**config.mk**
```make
export PLATFORM = sky130hd
export DESIGN_NAME = selection_hit_recorder
export DESIGN_NICKNAME = d
export VERILOG_FILES = /design/src/hdl/shr_pkg.sv /design/src/hdl/shr_front.sv /design/src/hdl/shr_back.sv /design/src/hdl/selection_hit_recorder.sv
export SDC_FILE = /design/constraint.sdc
export NUM_CORES = 2
export LEC_CHECK = 0
export BUFFER_PORTS_ARGS = -buffer_cell sky130_fd_sc_hd__buf_2
export CORE_ASPECT_RATIO = 1.1
export CORE_MARGIN = 2
export CORE_UTILIZATION = 47
export CTS_CLUSTER_DIAMETER = 200
export DETAILED_ROUTE_END_ITERATION = 12
export HOLD_SLACK_MARGIN = 0.06
export SLEW_MARGIN = 25
export SYNTH_ARGS = -nofsm -noshare
export SYNTH_HDL_FRONTEND = slang
export SYNTH_SLANG_ARGS = --single-unit
```
**constraint.sdc**
```tcl
create_clock -name clk -period 6.05 [get_ports clk]
set_input_delay 0.605 -clock clk [delete_from_list [all_inputs] [get_ports clk]]
set_output_delay 0.605 -clock clk [all_outputs]
set_load 0.01 [all_outputs]
```
**src/hdl/shr_pkg.sv**
```systemverilog
// Shared types and constants for the selection hit recorder.
// No dependencies; imported by shr_front, shr_back and the top level.
package shr_pkg;

  localparam int unsigned WORD_W = 32;
  localparam int unsigned IDX_W  = 31;
  localparam int unsigned QDEPTH = 2;

  localparam logic [2:0] OP_INIT = 3'd0;
  localparam logic [2:0] OP_PUSH = 3'd1;
  localparam logic [2:0] OP_POP  = 3'd2;
  localparam logic [2:0] OP_LOAD = 3'd3;
  localparam logic [2:0] OP_HIT  = 3'd4;
  localparam logic [2:0] OP_MODE = 3'd5;

  localparam logic [1:0] ERR_NONE      = 2'd0;
  localparam logic [1:0] ERR_OVERFLOW  = 2'd1;
  localparam logic [1:0] ERR_UNDERFLOW = 2'd2;
  localparam logic [1:0] ERR_LOAD      = 2'd3;

  localparam logic [1:0] HDR_COUNT = 2'd0;
  localparam logic [1:0] HDR_MIN   = 2'd1;
  localparam logic [1:0] HDR_MAX   = 2'd2;

  typedef enum logic [2:0] {
    CMD_INIT,
    CMD_PUSH,
    CMD_POP,
    CMD_LOAD,
    CMD_HIT,
    CMD_MODE,
    CMD_NOP
  } cmd_kind_t;

  typedef struct packed {
    cmd_kind_t           kind;
    logic [WORD_W-1:0]   name;
    logic [WORD_W-1:0]   dlo;
    logic [WORD_W-1:0]   dhi;
    logic                sel;
  } cmd_t;

  typedef enum logic [1:0] {
    S_IDLE,
    S_HDR,
    S_NAMES,
    S_STATUS
  } back_state_t;

  function automatic cmd_kind_t decode_op(input logic [2:0] op);
    cmd_kind_t k;
    unique case (op)
      OP_INIT: k = CMD_INIT;
      OP_PUSH: k = CMD_PUSH;
      OP_POP:  k = CMD_POP;
      OP_LOAD: k = CMD_LOAD;
      OP_HIT:  k = CMD_HIT;
      OP_MODE: k = CMD_MODE;
      default: k = CMD_NOP;
    endcase
    return k;
  endfunction

endpackage

```
**src/hdl/shr_front.sv**
```systemverilog
// Front end: accepts commands, decodes the opcode and holds them in a
// two-entry queue for the back end. Depends on shr_pkg.
module shr_front (
  input  logic                  clk,
  input  logic                  rst,
  input  logic                  in_valid,
  output logic                  in_ready,
  input  logic [2:0]            opcode,
  input  logic [31:0]           name_value,
  input  logic [31:0]           depth_low,
  input  logic [31:0]           depth_high,
  input  logic                  select_on,
  output logic                  q_valid,
  output shr_pkg::cmd_t         q_cmd,
  input  logic                  q_pop
);
  import shr_pkg::*;

  cmd_t       entries [QDEPTH];
  logic       wr_ptr;
  logic       rd_ptr;
  logic [1:0] fill;
  logic       push;
  logic       pop;
  cmd_t       in_cmd;

  assign in_ready = (fill != 2'(QDEPTH));
  assign q_valid  = (fill != 2'd0);
  assign q_cmd    = entries[rd_ptr];
  assign push     = in_valid && in_ready;
  assign pop      = q_pop && q_valid;

  always_comb begin
    in_cmd.kind = decode_op(opcode);
    in_cmd.name = name_value;
    in_cmd.dlo  = depth_low;
    in_cmd.dhi  = depth_high;
    in_cmd.sel  = select_on;
  end

  always_ff @(posedge clk) begin
    if (push) begin
      entries[wr_ptr] <= in_cmd;
    end
  end

  always_ff @(posedge clk) begin
    if (rst) begin
      wr_ptr <= 1'b0;
      rd_ptr <= 1'b0;
      fill   <= 2'd0;
    end else begin
      if (push) begin
        wr_ptr <= ~wr_ptr;
      end
      if (pop) begin
        rd_ptr <= ~rd_ptr;
      end
      if (push && !pop) begin
        fill <= fill + 2'd1;
      end else if (pop && !push) begin
        fill <= fill - 2'd1;
      end
    end
  end

endmodule

```
**src/hdl/shr_back.sv**
```systemverilog
// Back end: name stack, pending hit, select buffer bookkeeping and the
// flush sequencer that emits one buffer word per cycle unless the output stalls. Depends on shr_pkg.
module shr_back #(
  parameter int unsigned STACK_DEPTH = 32
) (
  input  logic                  clk,
  input  logic                  rst,
  input  logic                  q_valid,
  input  shr_pkg::cmd_t         q_cmd,
  output logic                  q_pop,
  input  logic                  cfg_we,
  input  logic [30:0]           cfg_wdata,
  output logic                  out_valid,
  input  logic                  out_ready,
  output logic                  kind,
  output logic [30:0]           word_index,
  output logic [31:0]           word_value,
  output logic [1:0]            error_code,
  output logic signed [31:0]    mode_result,
  output logic                  last
);
  import shr_pkg::*;

  localparam int unsigned CW = $clog2(STACK_DEPTH + 1);
  localparam int unsigned AW = (STACK_DEPTH > 1) ? $clog2(STACK_DEPTH) : 1;
  localparam logic [CW-1:0] DEPTH_C = CW'(STACK_DEPTH);
  localparam logic [IDX_W-1:0] CNT_MAX = {IDX_W{1'b1}};

  back_state_t       state;
  back_state_t       state_next;
  cmd_t              cmd;
  logic [1:0]        step;
  logic [CW-1:0]     name_idx;
  logic [CW-1:0]     name_idx_next;
  logic [CW-1:0]     stack_count;
  logic              selecting;
  logic              hit_armed;
  logic [31:0]       pending_min;
  logic [31:0]       pending_max;
  logic [IDX_W-1:0]  words_written;
  logic [IDX_W-1:0]  hit_count;
  logic              overflowed;
  logic [IDX_W-1:0]  capacity;

  logic [31:0]       name_mem [STACK_DEPTH];
  logic [31:0]       rd_data;
  logic [AW-1:0]     wr_addr;
  logic              mem_we;

  logic              slot_free;
  logic              word_ok;
  logic              need_flush;
  logic              word_go;
  logic              word_emit;
  logic              status_go;
  logic [31:0]       cur_word;
  logic [1:0]        err;
  logic [31:0]       mres;
  logic              stack_full;
  logic              stack_empty;

  assign slot_free   = !out_valid || out_ready;
  assign word_ok     = (words_written < capacity);
  assign stack_full  = (stack_count >= DEPTH_C);
  assign stack_empty = (stack_count == '0);

  always_comb begin
    unique case (q_cmd.kind)
      CMD_INIT, CMD_PUSH, CMD_POP, CMD_LOAD: need_flush = hit_armed;
      CMD_MODE: need_flush = hit_armed && selecting;
      default:  need_flush = 1'b0;
    endcase
  end

  always_comb begin
    if (state == S_NAMES) begin
      cur_word = rd_data;
    end else begin
      unique case (step)
        HDR_COUNT: cur_word = 32'(stack_count);
        HDR_MIN:   cur_word = pending_min;
        default:   cur_word = pending_max;
      endcase
    end
  end

  // Status fields come from state as it stands after any flush.
  always_comb begin
    err  = ERR_NONE;
    mres = '0;
    unique case (cmd.kind)
      CMD_PUSH: if (stack_full)  err = ERR_OVERFLOW;
      CMD_POP:  if (stack_empty) err = ERR_UNDERFLOW;
      CMD_LOAD: if (stack_empty) err = ERR_LOAD;
      CMD_MODE: if (selecting) mres = overflowed ? '1 : {1'b0, hit_count};
      default:  ;
    endcase
  end

  always_comb begin
    state_next    = state;
    name_idx_next = name_idx;
    q_pop         = 1'b0;
    word_go       = 1'b0;
    word_emit     = 1'b0;
    status_go     = 1'b0;
    unique case (state)
      S_IDLE: begin
        name_idx_next = '0;
        if (q_valid) begin
          q_pop      = 1'b1;
          state_next = need_flush ? S_HDR : S_STATUS;
        end
      end
      S_HDR: begin
        // a word past capacity is dropped and needs no output slot
        if (!word_ok || slot_free) begin
          word_go   = 1'b1;
          word_emit = word_ok;
          if (step == HDR_MAX) begin
            state_next = stack_empty ? S_STATUS : S_NAMES;
          end
        end
      end
      S_NAMES: begin
        if (!word_ok || slot_free) begin
          word_go   = 1'b1;
          word_emit = word_ok;
          if (name_idx + 1'b1 == stack_count) begin
            state_next = S_STATUS;
          end else begin
            name_idx_next = name_idx + 1'b1;
          end
        end
      end
      S_STATUS: begin
        if (slot_free) begin
          status_go  = 1'b1;
          state_next = S_IDLE;
        end
      end
      default: state_next = S_IDLE;
    endcase
  end

  assign mem_we  = status_go &&
                   ((cmd.kind == CMD_PUSH && !stack_full) ||
                    (cmd.kind == CMD_LOAD && !stack_empty));
  assign wr_addr = (cmd.kind == CMD_PUSH) ? stack_count[AW-1:0]
                                          : AW'(stack_count - 1'b1);

  // Read data tracks name_idx with no lag: address with its next value.
  always_ff @(posedge clk) begin
    if (mem_we) begin
      name_mem[wr_addr] <= cmd.name;
    end
    rd_data <= name_mem[name_idx_next[AW-1:0]];
  end

  always_ff @(posedge clk) begin
    if (rst) begin
      state <= S_IDLE;
    end else begin
      state <= state_next;
    end
  end

  always_ff @(posedge clk) begin
    name_idx <= name_idx_next;
    if (q_pop) begin
      cmd  <= q_cmd;
      step <= HDR_COUNT;
    end else if (word_go && state == S_HDR) begin
      step <= step + 2'd1;
    end
  end

  always_ff @(posedge clk) begin
    if (rst) begin
      capacity <= '0;
    end else if (cfg_we) begin
      capacity <= cfg_wdata;
    end
  end

  always_ff @(posedge clk) begin
    if (rst) begin
      stack_count   <= '0;
      selecting     <= 1'b0;
      hit_armed     <= 1'b0;
      pending_min   <= '0;
      pending_max   <= '0;
      words_written <= '0;
      hit_count     <= '0;
      overflowed    <= 1'b0;
    end else begin
      if (q_pop && need_flush) begin
        hit_armed <= 1'b0;
        if (hit_count != CNT_MAX) begin
          hit_count <= hit_count + 1'b1;
        end
      end
      if (word_go) begin
        if (word_emit) begin
          words_written <= words_written + 1'b1;
        end else begin
          overflowed <= 1'b1;
        end
      end
      if (status_go) begin
        unique case (cmd.kind)
          CMD_INIT: stack_count <= '0;
          CMD_PUSH: if (!stack_full)  stack_count <= stack_count + 1'b1;
          CMD_POP:  if (!stack_empty) stack_count <= stack_count - 1'b1;
          CMD_HIT: begin
            if (selecting) begin
              if (!hit_armed) begin
                hit_armed   <= 1'b1;
                pending_min <= cmd.dlo;
                pending_max <= cmd.dhi;
              end else begin
                if (cmd.dlo < pending_min) pending_min <= cmd.dlo;
                if (cmd.dhi > pending_max) pending_max <= cmd.dhi;
              end
            end
          end
          CMD_MODE: begin
            selecting     <= cmd.sel;
            words_written <= '0;
            hit_count     <= '0;
            overflowed    <= 1'b0;
            hit_armed     <= 1'b0;
          end
          default: ;
        endcase
      end
    end
  end

  always_ff @(posedge clk) begin
    if (rst) begin
      out_valid <= 1'b0;
    end else if (word_emit || status_go) begin
      out_valid <= 1'b1;
    end else if (out_ready) begin
      out_valid <= 1'b0;
    end
  end

  always_ff @(posedge clk) begin
    if (word_emit) begin
      kind        <= 1'b0;
      word_index  <= words_written;
      word_value  <= cur_word;
      error_code  <= ERR_NONE;
      mode_result <= '0;
      last        <= 1'b0;
    end else if (status_go) begin
      kind        <= 1'b1;
      word_index  <= '0;
      word_value  <= '0;
      error_code  <= err;
      mode_result <= mres;
      last        <= 1'b1;
    end
  end

endmodule

```
**src/hdl/selection_hit_recorder.sv**
```systemverilog
// Per command the back end takes it from the queue, then registers its status;
// it takes no new command until that status is registered. A flush first emits the
// stack count, min, max and each name in use, one buffer word per cycle unless stalled.
// A two-entry command queue lets input transfers continue while results stall.
// Reset clears the state machine, queue pointers, counters, flags and the capacity
// register; the name stack contents and the output data fields are not cleared.
module selection_hit_recorder #(
  parameter int unsigned STACK_DEPTH = 32
) (
  input  logic                  clk,
  input  logic                  rst,
  input  logic                  in_valid,
  output logic                  in_ready,
  input  logic [2:0]            opcode,
  input  logic [31:0]           name_value,
  input  logic [31:0]           depth_low,
  input  logic [31:0]           depth_high,
  input  logic                  select_on,
  output logic                  out_valid,
  input  logic                  out_ready,
  output logic                  kind,
  output logic [30:0]           word_index,
  output logic [31:0]           word_value,
  output logic [1:0]            error_code,
  output logic signed [31:0]    mode_result,
  output logic                  last,
  input  logic                  cfg_we,
  input  logic [30:0]           cfg_wdata
);
  import shr_pkg::*;

  logic q_valid;
  cmd_t q_cmd;
  logic q_pop;

  shr_front u_front (
    .clk        (clk),
    .rst        (rst),
    .in_valid   (in_valid),
    .in_ready   (in_ready),
    .opcode     (opcode),
    .name_value (name_value),
    .depth_low  (depth_low),
    .depth_high (depth_high),
    .select_on  (select_on),
    .q_valid    (q_valid),
    .q_cmd      (q_cmd),
    .q_pop      (q_pop)
  );

  shr_back #(
    .STACK_DEPTH (STACK_DEPTH)
  ) u_back (
    .clk         (clk),
    .rst         (rst),
    .q_valid     (q_valid),
    .q_cmd       (q_cmd),
    .q_pop       (q_pop),
    .cfg_we      (cfg_we),
    .cfg_wdata   (cfg_wdata),
    .out_valid   (out_valid),
    .out_ready   (out_ready),
    .kind        (kind),
    .word_index  (word_index),
    .word_value  (word_value),
    .error_code  (error_code),
    .mode_result (mode_result),
    .last        (last)
  );

endmodule

```
After elaboration in Yosys (flattened, before gate mapping)

Memory sizes are Yosys's and may differ from the RTL's. A register that Yosys moved wholly into a read port is not among the register bits.
Index checks and enable logic that the tools add are counted.
W data, S select, Z words.

Bits in latches: 0
Output and inout port bits: 101
Memories kept: 2
Logic and storage cells: 186
ROM bits: 0
Flip-flop bits (word level): 379
Bits in writable memories: 1224

Memory list:

| name            | words | bits a word | read ports | clocked after memory_dff | wr ports | RTL line        | RTL |
|---|---|---|---|---|---|---|---|
| u_back.name_mem | 32    | 32          | 1          | 1                        | 1        | shr_back.sv:45  | `logic [31:0] name_mem [STACK_DEPTH];` |
| u_front.entries | 2     | 100         | 1          | 1                        | 1        | shr_front.sv:19 | `cmd_t entries [QDEPTH];` |

$mul: 0
Muxes and demuxes: 70
Shift operators: 0
Bitwise operators: 2
Divide/modulo/power cells: 0
Equal/unequal tests: 33
Add/subtract/negate cells: 8
Order comparisons: 4
Reductions and logical operators: 40

Operators with widths:

| kind                    | count |
|---|---|
| $mux W32                | 10 |
| $mux W31                | 10 |
| $pmux W32 S2            | 1 |
| $add A31 B1 Y31 const B | 2 |
| $gt A32 B32 Y1          | 1 |
| $lt A32 B32 Y1          | 1 |
| $lt A31 B31 Y1          | 1 |
| $ne A31 B31 Y1 const B  | 1 |
| $mux W1                 | 26 |
| $mux W6                 | 4 |
| $mux W2                 | 11 |
| $eq A3 B2 Y1 const B    | 6 |
| $ne A2 B2 Y1 const B    | 9 |
| $pmux W3 S6             | 1 |
| $pmux W6 S3             | 1 |
| $eq A3 B3 Y1 const B    | 5 |
| $add A6 B1 Y6 const B   | 2 |
| $pmux W6 S2             | 1 |
| $reduce_and A4 Y1       | 3 |
| $logic_and A1 B1 Y1     | 10 |
| $reduce_bool A2 Y1      | 5 |
| $eq A3 B1 Y1 const B    | 3 |
| $logic_not A3 Y1        | 3 |
| $pmux W2 S4             | 1 |
| other kinds (22)        | 39 |

Longest topological paths before layout

Depth in word-level cells: 9
Depth in mapped cells: 18
Gate-level depth less buffers: 14

Hierarchy

A second synthesis with hierarchy kept.

Cells, all modules: 5272
Area total of the unflattened synthesis: 67486.0 µm²

By module, submodules not included:

| module    | times used | area an instance (µm²) | cells each |
|---|---|---|---|
| shr_back  | 1          | 59996.3                | 4934 |
| shr_front | 1          | 7489.7                 | 338 |

Least setup slack after synthesis

OpenSTA, ideal clock, no wires.

Path kind: register -> register
Start: reg u_front.fill[0]
End: mem u_front.entries[0][0] (netlist bit), enable pin
Period minus slack after synthesis: 5.426 ns
Data required time: 5.490 ns
Setup slack: 0.624 ns
Path buffers: 0
Arrival: 4.866 ns
Cell stages (with the launch flop): 4
Cells stage by stage: dfxtp_1 nand2b_1 nand2_1 nor2_1

Cells in the longest elaborated chain, start to end: 4

RTL lines:

| what                          | RTL line                     | RTL |
|---|---|---|
| start: declaration            | shr_front.sv:22              | `logic [1:0] fill;` |
| start signal: assignment      | shr_front.sv:60              | `fill <= fill + 2'd1;` |
| start signal: assignment      | shr_front.sv:62              | `fill <= fill - 2'd1;` |
| $ne A2 B2 Y1                  | shr_front.sv:27              | `assign in_ready = (fill != 2'(QDEPTH));` |
| named net in_ready            | selection_hit_recorder.sv:13 | `output logic in_ready,` |
| $logic_and A1 B1 Y1           | shr_front.sv:30              | `assign push = in_valid && in_ready;` |
| $mux W1                       | shr_front.sv:42              | `if (push) begin` |
| $mux W1 (implied by the code) | shr_front.sv:43              | `entries[wr_ptr] <= in_cmd;` |
| end: declaration              | shr_front.sv:19              |  |

The timed path passes the listed nets, and every way through them passes these cells.

Final worst setup path

Start: reg u_back.capacity[6]
End: reg u_back.rd_data[7] (read register of u_back.name_mem)

Cells in the longest elaborated chain, start to end: 5

RTL lines:

| what                              | RTL line        | RTL |
|---|---|---|
| start: declaration                | shr_back.sv:43  | `logic [IDX_W-1:0] capacity;` |
| start signal: assignment          | shr_back.sv:182 | `capacity <= cfg_wdata;` |
| $lt A31 B31 Y1                    | shr_back.sv:63  | `assign word_ok = (words_written < capacity);` |
| $logic_not A1 Y1                  | shr_back.sv:126 | `if (!word_ok \|\| slot_free) begin` |
| $logic_or A1 B1 Y1                | shr_back.sv:126 |  |
| $mux W6                           | shr_back.sv:126 |  |
| $pmux W6 S2                       | shr_back.sv:107 | `unique case (state)` |
| named net u_back.name_idx_next[3] | shr_back.sv:34  | `logic [CW-1:0] name_idx_next;` |
| end: declaration                  | shr_back.sv:46  | `logic [31:0] rd_data;` |

The timed path passes the listed nets, and every way through them passes these cells. The select of a mux whose other input is x is not followed.
A chain may end at the register's enable or synchronous reset.

==> out/results.txt <==
critical path's most frequent cell: nand2_1
Final Skew: 0.0259 ns
gpl congestion: 0.819
grt total ovfl: 0
placed cell count: 6734
Cells after Synth: 4883
f_max: 215 MHz
Comb pwr share: 19.3%
number of setup buffers added after CTS: 0
yosys synthesis warning count: 0
Reg2Reg Setup Slack: 1.40 ns
Leak: 26.3 nW
Layout Cells excl Fill: 7186
Worst EP required: 6.73 ns
Hold Crit Start: cfg_wdata[29]
number of global-route vias before repair: 40100
RSZ-0062 raised after global routing: false
Arr. time, crit path: 5.32 ns
min cycle time layout: 4.65 ns
H-tree Lvls: 4
crit path max fanout: 13
startpoint type of the worst setup path: flop
hpwl dp: 104 mm
area delta synth->final: 15.9%
family with the most delay on the worst path: compound AO/OA/AOI/OAI gates
Clock transition at path regs: 0.06 ns
average wire per standard cell: 25.1 microns
power per cell area: 412 nW/um^2
Die W: 361 microns
maximum VDD drop: 488 uV
worst min path class: in -> reg
fin crit share: 76.8%
CP max-delay cell: o211ai_1
Async SR Flop Fraction: 0%
switching power: 9.48 mW
final net count: 5460
I/O pin cnt: 237
die height: 397 microns
post-cts resize count: 0
syn_area_per_cell: 13.5 sq um
largest net degree at the start of global routing: 162
WL final: 180 mm
port bufs: 236
Worst Reg-to-Reg Cells: 15
worst-margin pin slew: 1.10 ns
Buf/Inv on CP: 3
most used flip-flop cell after synthesis: edfxtp_1
Distinct cells, synth: 71
clock power share: 33.2%
DR pass1 iterations: 6
worst hold stages: 3
clk_lat worst skew: 0.80 ns
CTS tree: done
row cnt: 144
Die ar.: 143000 sq um
CP endpoint kind: flop
most common cell after layout, fill and taps aside: edfxtp_1
syn nets: 5127
Switching Share: 30.1%
setup TNS: 0 ns
Max Transition Viols Final: 0
Slew HR: 26.4%
first-pass GRT wire length: 265 mm
CP peak stage delay: 0.68 ns
Core Region: 140000 sq um
Seq cells post-synth: 1636
kind of critical path: reg -> reg
final hold vios: 0
R2R Path Start: u_back.capacity[6]
clock buffer depth: 3
Setup violations, final: 0
number of enable flip-flop cells after synthesis: 1388
CTS buffer count: 168
Root Buffer: clkbuf_16
initial antenna violation count: 3
max_cap viols: 0
# clock sinks: 1636
post-synthesis sequential area ratio: 70.7%
Reg-to-Reg End: u_back.rd_data[7]
Synth Cell Area: 65900 sq um
Hold EP: u_back.capacity[29]
Via-to-Cell Ratio: 5.84
Residual DRC: 0
outcome: complete, no violations
GRT Overall Usage: 24.9%
via count: 42000
Initial Utilization: 47.2%
layout cells sized above 1: 14.8%
Seq pwr share: 47.5%
antenna viol nets, final: 0
cells along the critical path: inv_1, ha_1, nand2_1, o21ai_0, a21oi_1, o41ai_2, a211o_2, nand2_1, o211ai_1, and2_1, nand2_1, buf_4, buf_4, o22ai_1, nor4_2
Cell Int Power: 22.0 mW
1st-iter DRT viols: 4808
commonest non-fill, non-tap cells in the layout: edfxtp_1, nand2_1, nor2_1
==> registers in the layout, summed over array words and instances (netlist names), 2 cells and up, named ones only <==
register,cells
u_back.capacity,31
u_back.step,2
u_front.fill,2
u_back.name_idx,6
u_back.name_mem,1024
u_back.rd_data,32
u_front.entries,200
u_back.words_written,31
u_back.pending_max,32
u_back.word_value,32
u_back.error_code,2
u_back.cmd,100
u_back.state,2
u_back.word_index,31
u_back.pending_min,32
u_back.stack_count,6
u_back.hit_count,31
u_back.mode_result,32
==> layer usage <==
| layer | global-route usage (%) | vias up | part of all wire (%) |
|---|---|---|---|
| met5 | 0 | - | 0.0072 |
| met4 | 8.40 | 2 | 3.1 |
| met3 | 3.78 | 262 | 7.4 |
| met2 | 39.8 | 1599 | 47 |
| met1 | 34.9 | 21100 | 42 |
| li1 | - | 19100 | - |
==> worst min-delay path, delay by kind of cell <==
kind                   cells  cell delay [ns]
buffers and inverters      1             0.11
multiplexers               1             0.08
AND/OR/NAND/NOR            1             0.07
==> final cells by class <==
class / count / area, sq um
inverters: 116 / 453
well taps: 1825 / 2280
flip-flops and latches: 1636 / 46600
fillers: 11300 / 63200
repair buffers: 481 / 3690
clock inverters: 85 / 1000
diodes: 2 / 5.00
clock buffers: 228 / 4570
multi-input cells: 2813 / 17800
==> Yosys cell counts, types with 3 or more instances <==
| master | number | share of area (%) |
|---|---|---|
| xnor2_1 | 12 | 0.16 |
| nor2b_1 | 12 | 0.11 |
| o21a_1 | 5 | 0.057 |
| inv_1 | 113 | 0.64 |
| o221ai_1 | 3 | 0.040 |
| buf_4 | 8 | 0.091 |
| a21o_1 | 31 | 0.35 |
| and2_1 | 41 | 0.39 |
| edfxtp_1 | 1388 | 63 |
| a32oi_1 | 123 | 1.6 |
| nor2_1 | 325 | 1.9 |
| ha_1 | 108 | 2.0 |
| or3_1 | 10 | 0.095 |
| o21ai_0 | 182 | 1.4 |
| mux2i_1 | 105 | 1.6 |
| o211ai_1 | 5 | 0.057 |
| and3_1 | 176 | 1.7 |
| nor4_2 | 30 | 0.57 |
| nand4_1 | 70 | 0.66 |
| mux2_2 | 100 | 1.7 |
| nor3_1 | 98 | 0.74 |
| nor3b_1 | 3 | 0.034 |
| a21oi_1 | 240 | 1.8 |
| dfxtp_1 | 248 | 7.5 |
| buf_6 | 8 | 0.14 |
| nand2_1 | 567 | 3.2 |
| nor4_1 | 5 | 0.047 |
| nand2b_1 | 73 | 0.69 |
| buf_1 | 12 | 0.068 |
| and4_1 | 8 | 0.11 |
| xor2_1 | 56 | 0.74 |
| o21ai_1 | 8 | 0.061 |
| clkbuf_1 | 184 | 1.0 |
| buf_2 | 106 | 0.80 |
| a21boi_0 | 4 | 0.046 |
| or2_2 | 3 | 0.028 |
| a311oi_1 | 4 | 0.053 |
| nand3_1 | 30 | 0.23 |
| o22ai_1 | 64 | 0.61 |
| a22oi_1 | 11 | 0.13 |
| a211oi_1 | 230 | 2.6 |
| nand3b_1 | 3 | 0.034 |
| a31oi_1 | 38 | 0.36 |
==> repair_timing <==
item                       in CTS  in global routing
setup endpoints to repair       0                  0
hold buffers                  129                  0
hold endpoints to repair      228                  0
==> how the worst max path moves through the flow <==
stage                   startpoint                    end  cells after the start
6_report        u_back.capacity[6]      u_back.rd_data[7]                     15
5_1_grt        u_back.capacity[22]     u_back.rd_data[20]                     15
4_1_cts        u_back.capacity[22]     u_back.rd_data[16]                     15
3_5_place_dp    u_back.capacity[6]      u_back.rd_data[7]                     15
3_3_place_gp   u_back.capacity[22]     u_back.rd_data[17]                     15
2_1_floorplan      u_front.fill[0]  u_front.entries[0][0]                      3
==> metrics by stage <==
stage	hold WS (ns)	power (mW)	setup slack (ns)	util (%)	cell area, sq um
final	0.112	31.5	1.40	54.7	76400
after global routing	0.113	32.8	1.11	54.7	76400
after CTS	0.0627	31.7	1.47	54.7	76300
after detailed placement	0.437	21.2	1.48	49.7	69400
after global placement	0.429	21.1	1.28	49.7	69300
after floorplan	0.452	18.9	0.624	-	65900
==> cell families (layout without fill, tap and decap cells) <==
group                    Yosys count  count (layout)  synth area share, %
other                              0               2                    0
XOR/XNOR                          69              69                0.928
adder cells (fa/ha/maj)          108             108                 2.05
AO/OA/AOI/OAI                    972             972                 9.61
multiplexers                     205             205                 3.30
flip-flops                      1636            1636                 70.7
AND/OR/NAND/NOR                 1459            1459                 10.6
buffers and inverters            434             910                 2.81
==> power groups by stage <==
| stage | Sequential, mW | Combinational (mW) | Clock (mW) |
|---|---|---|---|
| after global routing | 15.1 | 6.65 | 11.1 |
| final | 15.0 | 6.07 | 10.5 |
| after CTS | 15.1 | 5.95 | 10.6 |
| after detailed placement | 15.3 | 5.86 | 0 |
| after global placement | 15.3 | 5.76 | 0 |
| after floorplan | 14.9 | 3.95 | 0 |
Power figures use the tool's default switching activity.
